### config.mk
export PLATFORM = sky130hd
export DESIGN_NAME = beep_and_melody_sequencer
export DESIGN_NICKNAME = d
export VERILOG_FILES = /design/src/design/bms_pkg.sv /design/src/design/bms_div.sv /design/src/design/beep_and_melody_sequencer.sv
export SDC_FILE = /design/constraint.sdc
export NUM_CORES = 2
export LEC_CHECK = 0
export ABC_CLOCK_PERIOD_IN_PS = 10500
export BUFFER_PORTS_ARGS = -buffer_cell sky130_fd_sc_hd__buf_2
export CAP_MARGIN = 0
export CORE_MARGIN = 5
export CORE_UTILIZATION = 54
export DETAILED_ROUTE_END_ITERATION = 8
export GPL_TIMING_DRIVEN = 0
export PLACE_DENSITY = 0.67
export REMOVE_ABC_BUFFERS = 1
export SKIP_LAST_GASP = 1
export SYNTH_ARGS = -nofsm -noshare
export SYNTH_HDL_FRONTEND = slang
export SYNTH_SLANG_ARGS = --single-unit
### constraint.sdc
create_clock -name clk -period 10.5 [get_ports clk]
set_input_delay 0.525 -clock clk [delete_from_list [all_inputs] [get_ports clk]]
set_output_delay 0.525 -clock clk [all_outputs]
set_load 0.005 [all_outputs]
### src/design/bms_pkg.sv
package bms_pkg;

  // Note table size and address width
  localparam int MAX_NOTES = 64;
  localparam int NOTE_AW   = $clog2(MAX_NOTES);

  // Field widths
  localparam int FUNC_W  = 3;
  localparam int MS_W    = 32;
  localparam int LEN_W   = 7;
  localparam int IDX_W   = 6;
  localparam int FREQ_W  = 16;
  localparam int TYPE_W  = 15;
  localparam int SOUND_W = 10;
  localparam int SLOT_W  = 11;

  // Stream widths
  localparam int IN_TDATA_W  = 112;
  localparam int OUT_TDATA_W = 32;

  // Note length: 1000 / type, then slot = floor(d * 13 / 10)
  localparam logic [SOUND_W-1:0] WHOLE_MS   = SOUND_W'(1000);
  localparam int                 DIV_STEPS  = SOUND_W;
  localparam int                 CNT_W      = $clog2(DIV_STEPS + 1);
  localparam int                 Q13_W      = 14;
  localparam int                 RECIP_W    = 16;
  localparam logic [RECIP_W-1:0] RECIP_10   = 16'd52429;   // 2^19 / 10, rounded up
  localparam int                 RECIP_SH   = 19;
  localparam int                 PROD_W     = Q13_W + RECIP_W;

  // Command codes carried on in_tuser
  typedef enum logic [FUNC_W-1:0] {
    FN_TICK   = 3'd0,
    FN_BEEP   = 3'd1,
    FN_MELODY = 3'd2,
    FN_STOP   = 3'd3,
    FN_LOAD   = 3'd4
  } func_t;

  // Sequencer mode, also reported on the output word
  typedef enum logic [1:0] {
    MODE_IDLE   = 2'd0,
    MODE_DELAY  = 2'd1,
    MODE_BEEP   = 2'd2,
    MODE_MELODY = 2'd3
  } mode_t;

  // Control sequencer states
  typedef enum logic [3:0] {
    ST_IDLE,
    ST_SETTLE,
    ST_MEL_CHK,
    ST_DIV_GO,
    ST_DIV_WAIT,
    ST_SLOT,
    ST_CMP,
    ST_OUT
  } state_t;

  // Divider handshake
  typedef struct packed {
    logic busy;
    logic done;
  } div_stat_t;

endpackage

### src/design/bms_div.sv
module bms_div (
  input  logic                          clk,
  input  logic                          rst_n,
  input  logic                          start,
  input  logic [bms_pkg::TYPE_W-1:0]    divisor,
  output bms_pkg::div_stat_t            stat,
  output logic [bms_pkg::SOUND_W-1:0]   quotient
);
  import bms_pkg::*;

  logic [TYPE_W-1:0]  den_r,  den_nxt;
  logic [TYPE_W-1:0]  rem_r,  rem_nxt;
  logic [SOUND_W-1:0] quo_r,  quo_nxt;
  logic [CNT_W-1:0]   cnt_r,  cnt_nxt;
  logic               busy_r, busy_nxt;
  logic               done_r, done_nxt;
  logic [TYPE_W:0]    trial;
  logic               ge;

  // One restoring step: shift in the next dividend bit, subtract if it fits
  assign trial = {rem_r, quo_r[SOUND_W-1]};
  assign ge    = trial >= {1'b0, den_r};

  always_comb begin
    den_nxt  = den_r;
    rem_nxt  = rem_r;
    quo_nxt  = quo_r;
    cnt_nxt  = cnt_r;
    busy_nxt = busy_r;
    done_nxt = 1'b0;
    if (start) begin
      den_nxt  = divisor;
      rem_nxt  = '0;
      quo_nxt  = WHOLE_MS;
      cnt_nxt  = CNT_W'(DIV_STEPS);
      busy_nxt = 1'b1;
    end else if (busy_r) begin
      rem_nxt = ge ? TYPE_W'(trial - {1'b0, den_r}) : trial[TYPE_W-1:0];
      quo_nxt = {quo_r[SOUND_W-2:0], ge};
      cnt_nxt = cnt_r - CNT_W'(1);
      if (cnt_r == CNT_W'(1)) begin
        busy_nxt = 1'b0;
        done_nxt = 1'b1;
      end
    end
  end

  always_ff @(posedge clk) begin
    if (!rst_n) begin
      busy_r <= 1'b0;
      done_r <= 1'b0;
      cnt_r  <= '0;
    end else begin
      busy_r <= busy_nxt;
      done_r <= done_nxt;
      cnt_r  <= cnt_nxt;
    end
    den_r <= den_nxt;
    rem_r <= rem_nxt;
    quo_r <= quo_nxt;
  end

  assign stat.busy = busy_r;
  assign stat.done = done_r;
  assign quotient  = quo_r;

endmodule

### src/design/beep_and_melody_sequencer.sv
// Flow: a tick or command passes the settle state (and in melody mode the note check)
// before its result word is offered; each melody note that starts runs the 10-step divider.
// One item at a time: a new item is taken the cycle after the result word leaves;
// the output state holds until out_tready, and a run of zero-length notes is walked
// within the one item.
// Reset (rst_n low, synchronous): idle mode, pin low, counters and positions zero.
// The note table is not cleared and holds unknown values until loaded.
module beep_and_melody_sequencer (
  input  logic                               clk,
  input  logic                               rst_n,
  input  logic                               in_tvalid,
  output logic                               in_tready,
  // tdata: beep_ms[31:0], delay_ms[63:32], melody_length[70:64], note_index[76:71],
  //        note_freq[92:77], note_type[107:93], zero[111:108]
  input  logic [bms_pkg::IN_TDATA_W-1:0]     in_tdata,
  // tuser: func[2:0]
  input  logic [bms_pkg::FUNC_W-1:0]         in_tuser,
  output logic                               out_tvalid,
  input  logic                               out_tready,
  // tdata: mode[1:0], pin_high[2], tone_on[3], tone_freq[19:4],
  //        melody_position[26:20], zero[31:27]
  output logic [bms_pkg::OUT_TDATA_W-1:0]    out_tdata
);
  import bms_pkg::*;

  state_t              state_r, state_nxt;
  mode_t               mode_r, mode_nxt;
  logic [MS_W-1:0]     elapsed_r, elapsed_nxt;
  logic [MS_W-1:0]     beep_len_r, beep_len_nxt;
  logic [MS_W-1:0]     delay_len_r, delay_len_nxt;
  logic [LEN_W-1:0]    total_r, total_nxt;
  logic [LEN_W-1:0]    pos_r, pos_nxt;
  logic [SLOT_W-1:0]   slot_r, slot_nxt;
  logic [SOUND_W-1:0]  sound_r, sound_nxt;
  logic                pin_r, pin_nxt;

  // Input word fields
  logic [MS_W-1:0]     f_beep_ms;
  logic [MS_W-1:0]     f_delay_ms;
  logic [LEN_W-1:0]    f_len;
  logic [IDX_W-1:0]    f_idx;
  logic [FREQ_W-1:0]   f_freq;
  logic [TYPE_W-1:0]   f_type;
  logic                in_fire;

  // Note table: {type, freq}
  logic [TYPE_W+FREQ_W-1:0] note_mem [MAX_NOTES];
  logic [TYPE_W+FREQ_W-1:0] rd_r;
  logic                     mem_we;
  logic [FREQ_W-1:0]        rd_freq;
  logic [TYPE_W-1:0]        rd_type;

  // Divider and slot arithmetic
  logic                div_start;
  logic [TYPE_W-1:0]   div_den;
  div_stat_t           div_stat;
  logic [SOUND_W-1:0]  div_q;
  logic [Q13_W-1:0]    q13;
  logic [PROD_W-1:0]   slot_prod;

  logic                mel_end;
  logic                tone_on;

  assign f_beep_ms  = in_tdata[31:0];
  assign f_delay_ms = in_tdata[63:32];
  assign f_len      = in_tdata[70:64];
  assign f_idx      = in_tdata[76:71];
  assign f_freq     = in_tdata[92:77];
  assign f_type     = in_tdata[107:93];
  assign in_fire    = in_tvalid && in_tready;

  assign rd_freq = rd_r[FREQ_W-1:0];
  assign rd_type = rd_r[TYPE_W+FREQ_W-1:FREQ_W];

  // Note table: one write port, one registered read at the current position
  assign mem_we = in_fire && (func_t'(in_tuser) == FN_LOAD) &&
                  ({1'b0, f_idx} < (IDX_W+1)'(MAX_NOTES));

  always_ff @(posedge clk) begin
    if (mem_we) begin
      note_mem[f_idx[NOTE_AW-1:0]] <= {f_type, f_freq};
    end
    rd_r <= note_mem[pos_r[NOTE_AW-1:0]];
  end

  // Divisor of zero counts as one
  assign div_den = (rd_type == '0) ? TYPE_W'(1) : rd_type;

  bms_div u_div (
    .clk      (clk),
    .rst_n    (rst_n),
    .start    (div_start),
    .divisor  (div_den),
    .stat     (div_stat),
    .quotient (div_q)
  );

  // slot = floor(d * 13 / 10) through a reciprocal multiply
  assign q13       = (Q13_W'(div_q) << 3) + (Q13_W'(div_q) << 2) + Q13_W'(div_q);
  assign slot_prod = PROD_W'(q13) * PROD_W'(RECIP_10);

  assign mel_end = (pos_r >= total_r) || (pos_r >= LEN_W'(MAX_NOTES));

  // Next state
  always_comb begin
    state_nxt = state_r;
    case (state_r)
      ST_IDLE:     if (in_tvalid) state_nxt = ST_SETTLE;
      ST_SETTLE:   state_nxt = (mode_r == MODE_MELODY) ? ST_MEL_CHK : ST_OUT;
      ST_MEL_CHK: begin
        if (mel_end) begin
          state_nxt = ST_OUT;
        end else if (slot_r == '0) begin
          state_nxt = ST_DIV_GO;
        end else begin
          state_nxt = ST_CMP;
        end
      end
      ST_DIV_GO:   state_nxt = ST_DIV_WAIT;
      ST_DIV_WAIT: if (div_stat.done) state_nxt = ST_SLOT;
      ST_SLOT:     state_nxt = ST_CMP;
      ST_CMP:      state_nxt = (elapsed_r >= MS_W'(slot_r)) ? ST_MEL_CHK : ST_OUT;
      ST_OUT:      if (out_tready) state_nxt = ST_IDLE;
      default:     state_nxt = ST_IDLE;
    endcase
  end

  // Datapath updates
  always_comb begin
    mode_t           m;
    logic [MS_W-1:0] e;
    logic            p;
    mode_nxt      = mode_r;
    elapsed_nxt   = elapsed_r;
    beep_len_nxt  = beep_len_r;
    delay_len_nxt = delay_len_r;
    total_nxt     = total_r;
    pos_nxt       = pos_r;
    slot_nxt      = slot_r;
    sound_nxt     = sound_r;
    pin_nxt       = pin_r;
    m             = mode_r;
    e             = elapsed_r;
    p             = pin_r;
    case (state_r)
      ST_IDLE: begin
        if (in_fire) begin
          case (func_t'(in_tuser))
            FN_TICK: begin
              if (elapsed_r != '1) elapsed_nxt = elapsed_r + MS_W'(1);
            end
            FN_BEEP: begin
              beep_len_nxt  = f_beep_ms;
              delay_len_nxt = f_delay_ms;
              mode_nxt      = MODE_DELAY;
              elapsed_nxt   = '0;
            end
            FN_MELODY: begin
              total_nxt   = (f_len > LEN_W'(MAX_NOTES)) ? LEN_W'(MAX_NOTES) : f_len;
              pos_nxt     = '0;
              slot_nxt    = '0;
              elapsed_nxt = '0;
              pin_nxt     = 1'b0;
              mode_nxt    = MODE_MELODY;
            end
            FN_STOP: begin
              mode_nxt = MODE_IDLE;
              pin_nxt  = 1'b0;
            end
            default: ;
          endcase
        end
      end
      // Beep delay and beep end can both fall due in one item
      ST_SETTLE: begin
        if (m == MODE_DELAY && e >= delay_len_r) begin
          m = MODE_BEEP;
          e = '0;
          p = 1'b1;
        end
        if (m == MODE_BEEP && e >= beep_len_r) begin
          m = MODE_IDLE;
          p = 1'b0;
        end
        mode_nxt    = m;
        elapsed_nxt = e;
        pin_nxt     = p;
      end
      ST_MEL_CHK: begin
        if (mel_end) mode_nxt = MODE_IDLE;
      end
      // Note start: sound time and slot time from the divider
      ST_SLOT: begin
        sound_nxt   = div_q;
        slot_nxt    = slot_prod[RECIP_SH +: SLOT_W];
        elapsed_nxt = '0;
      end
      ST_CMP: begin
        if (elapsed_r >= MS_W'(slot_r)) begin
          slot_nxt = '0;
          pos_nxt  = pos_r + LEN_W'(1);
        end
      end
      default: ;
    endcase
  end

  always_ff @(posedge clk) begin
    if (!rst_n) begin
      state_r     <= ST_IDLE;
      mode_r      <= MODE_IDLE;
      elapsed_r   <= '0;
      beep_len_r  <= '0;
      delay_len_r <= '0;
      total_r     <= '0;
      pos_r       <= '0;
      slot_r      <= '0;
      sound_r     <= '0;
      pin_r       <= 1'b0;
    end else begin
      state_r     <= state_nxt;
      mode_r      <= mode_nxt;
      elapsed_r   <= elapsed_nxt;
      beep_len_r  <= beep_len_nxt;
      delay_len_r <= delay_len_nxt;
      total_r     <= total_nxt;
      pos_r       <= pos_nxt;
      slot_r      <= slot_nxt;
      sound_r     <= sound_nxt;
      pin_r       <= pin_nxt;
    end
  end

  // Handshake and result word
  always_comb begin
    in_tready  = (state_r == ST_IDLE);
    out_tvalid = (state_r == ST_OUT);
    div_start  = (state_r == ST_DIV_GO);
  end

  assign tone_on = (mode_r == MODE_MELODY) && (slot_r != '0) &&
                   (elapsed_r < MS_W'(sound_r)) && (pos_r < LEN_W'(MAX_NOTES));

  assign out_tdata = {5'b0, pos_r, (tone_on ? rd_freq : '0), tone_on, pin_r, mode_r};

endmodule

==> impl_metrics.toml <==
[yosys]
synth_top_area_share_pct = 66.1
synthArstFlopShare_pct = 0
synth_warnings = 0
synth_top_area_cell = "edfxtp_1"
synth_seq_cells = 2198
synth_top_flop_cell = "edfxtp_1"
yosysSeqAreaShare_pct = 70.5
yosysUniqueCellTypes = 71
syn_area_per_cell_um2 = 19.1
synthCells = 4760
synth_edf_count = 1999
syn_area_um2 = 90800
yosys-top-cells-area = "edfxtp_1 (66%), mux4_2 (16%), dfxtp_1 (4.4%), ha_1 (3.2%), fa_1 (1.4%)"

[floorplan]
coreArea_um2 = 167000
rows = 150
die_y_um = 420
initial_utilization_pct = 54.3
die-area_um2 = 177000
ios = 153
die_w_um = 420

[place]
portBuffers = 143
place.gp.congestion = 0.818
dp_hpwl_mm = 138
place_ws_ps = 931

[job]
cap_violations = 0

[route]
ant_nets = 0
wl_per_cell_um = 29.4
via_per_inst = 6.25
drt_pass1_iterations = 6
drt_iter0_drc = 5116
wl_mm = 220
drc_errors = 0
routed-via-count = 46700

[sta]
max_freq_ghz = 0.106
rsz0062_at_grt = "no"
worst_slack_ps = 1040
hold_ws_ps = 117
finalClockSkew_ps = 38.8
finalHoldViolCount = 0
finalCriticalPeriod_ps = 9460
worst_slew_pin_slew_ps = 1420
slew_headroom_pct = 4.74
setup-violations-final = 0
finalSetupTns_ps = 0
drv_slew = 0
fin_crit_sh_pct = 90.1

[global_route]
grt_pass1_vias = 47000
grt_pass1_wl_mm = 321
grt_use_total_pct = 25.2
grt_overflow = 0
grt_max_degree = 69
grt_antenna_before_repair = 25

[clock_network]
cts.reportedPaths.clkPinSlew_ps = 60
clockBufferDepth = 3
clock_latency_ps = 860
cts-root-buf = "clkbuf_16"
cts_setup_buffers = 0
cts.sinks = 2198
cts_tree = "done"
cts_made_buffers = 215
ctsResizeCount = 0
postCtsHoldBufs = 65
h-tree-depth = 4

[setup_path]
end_kind = "register"
arrival_ps = 10200
worstSetupPathType = "reg2reg"
cp-start-kind = "register"
worstPathRequired_ps = 11240
crit_fanout = 11
cpMostUsedCell = "fa_1"
max_stage_delay_ps = 770
cp_slowest_cell = "dfxtp_1"

[layout]
drive_gt1_share_pct = 25.1
layout.nets = 5489
area_growth_pct = 15.2

[hold_path]
holdCritPathClass = "in2reg"

[outcome]
status = "finished clean"
[final timing paths]
path,depth (start not counted),slack [ps],endpoint,startpoint
max,31,1040,slot_r[10]$_SDFFE_PN0P_,u_div.quotient[0]$_SDFFE_PP0P_
min,4,120,total_r[3]$_SDFFE_PN0P_,in_tdata[67]
max reg2reg,31,1040,slot_r[10]$_SDFFE_PN0P_,u_div.quotient[0]$_SDFFE_PP0P_
min reg2reg,0,420,u_div.den_r[11]$_SDFFCE_PN0P_,rd_r[27]$_DFF_P_
[worst max-delay path, delay by kind of cell, from the launching register on]
family	cells	cell delay (ps)
adders and majority gates	10	4360
AOI/OAI and AO/OA	13	3220
DFF	1	770
buffers and inverters	6	620
and+or+nand+nor	2	420
[area by class of cell]
cell class,count,area (um2)
inverters,254,956
clock inverters,136,1470
diodes,8,20.0
well taps,2204,2760
flip-flops and latches,2198,64000
fillers,11300,62600
multi-input cells,2074,25400
repair buffers,333,4390
clock buffers,266,5580
[routing by layer]
| layer | up-vias | part of all wire, % | track usage [%] | wire length, um |
|---|---|---|---|---|
| met5 | - | 0.0041 | 0 | 9 |
| li1 | 19800 | - | - | - |
| met1 | 24500 | 39 | 34.9 | 85900 |
| met2 | 2079 | 50 | 41.8 | 110000 |
| met4 | 2 | 2.5 | 6.86 | 5450 |
| met3 | 319 | 8.4 | 4.71 | 18400 |
[registers in the layout, indices dropped and copies added (netlist names), 10 cells and up]
name / count
rd_r: 31
beep_len_r: 32
slot_r: 11
delay_len_r: 32
u_div.rem_r: 15
sound_r: 10
note_mem: 1984
u_div.den_r: 15
u_div.quotient: 10
elapsed_r: 32
[cells in the mapped netlist, types with 54 or more instances]
cell and instances:
a21oi_1 137, buf_2 54, clkbuf_1 169, dfxtp_1 199, edfxtp_1 1999, fa_1 62
ha_1 232, inv_1 250, mux4_2 651, nand2_1 272, nor2_1 157, o21ai_0 58
[metrics by stage]
step | instances | util [%] | area (um2)
after floorplan | 4526 | - | 89900
after global placement | 6873 | 55.8 | 93300
after detailed placement | 6998 | 57.9 | 96900
after CTS | 7465 | 62.6 | 105000
after global routing | 7470 | 62.6 | 105000
final | 7473 | 62.6 | 105000
[layout by cell type (no fill, tap or decap), types with 18 or more instances in the layout]
| cell type | netlist | final |
|---|---|---|
| fa_1 | 62 | 62 |
| clkinv_2 | 0 | 36 |
| a211oi_1 | 34 | 34 |
| nand2b_1 | 19 | 19 |
| buf_16 | 0 | 72 |
| nand2_1 | 272 | 272 |
| mux4_2 | 651 | 651 |
| bufinv_16 | 0 | 23 |
| o21ai_0 | 58 | 58 |
| nor2b_1 | 41 | 41 |
| nor2_4 | 0 | 64 |
| dlygate4sd3_1 | 0 | 65 |
| clkbuf_1 | 169 | 50 |
| ha_1 | 232 | 232 |
| inv_1 | 250 | 250 |
| clkinv_1 | 2 | 49 |
| xnor2_1 | 28 | 28 |
| nand4_1 | 21 | 21 |
| a31oi_1 | 30 | 29 |
| nor3_1 | 39 | 38 |
| a21o_1 | 37 | 37 |
| nand3_1 | 35 | 34 |
| clkbuf_16 | 0 | 215 |
| nor4_1 | 18 | 18 |
| buf_12 | 0 | 50 |
| dfxtp_1 | 199 | 192 |
| buf_2 | 54 | 143 |
| nor2_1 | 157 | 92 |
| edfxtp_1 | 1999 | 1999 |
| a21oi_1 | 137 | 136 |
[cells by family after synthesis]
kind of cell	after synthesis	share of synthesized area [%]
xor gates and xnor gates	33	0.318
other	1	0.00413
and+or+nand+nor	676	3.44
adders and majority gates	294	4.56
AOI/OAI and AO/OA	403	2.80
DFF	2198	70.5
buffers and inverters	492	2.14
muxes	663	16.3
Power is left out: the tool's default activity adds up to more than one toggle a clock period on the data nets, which glitch-free logic cannot reach.
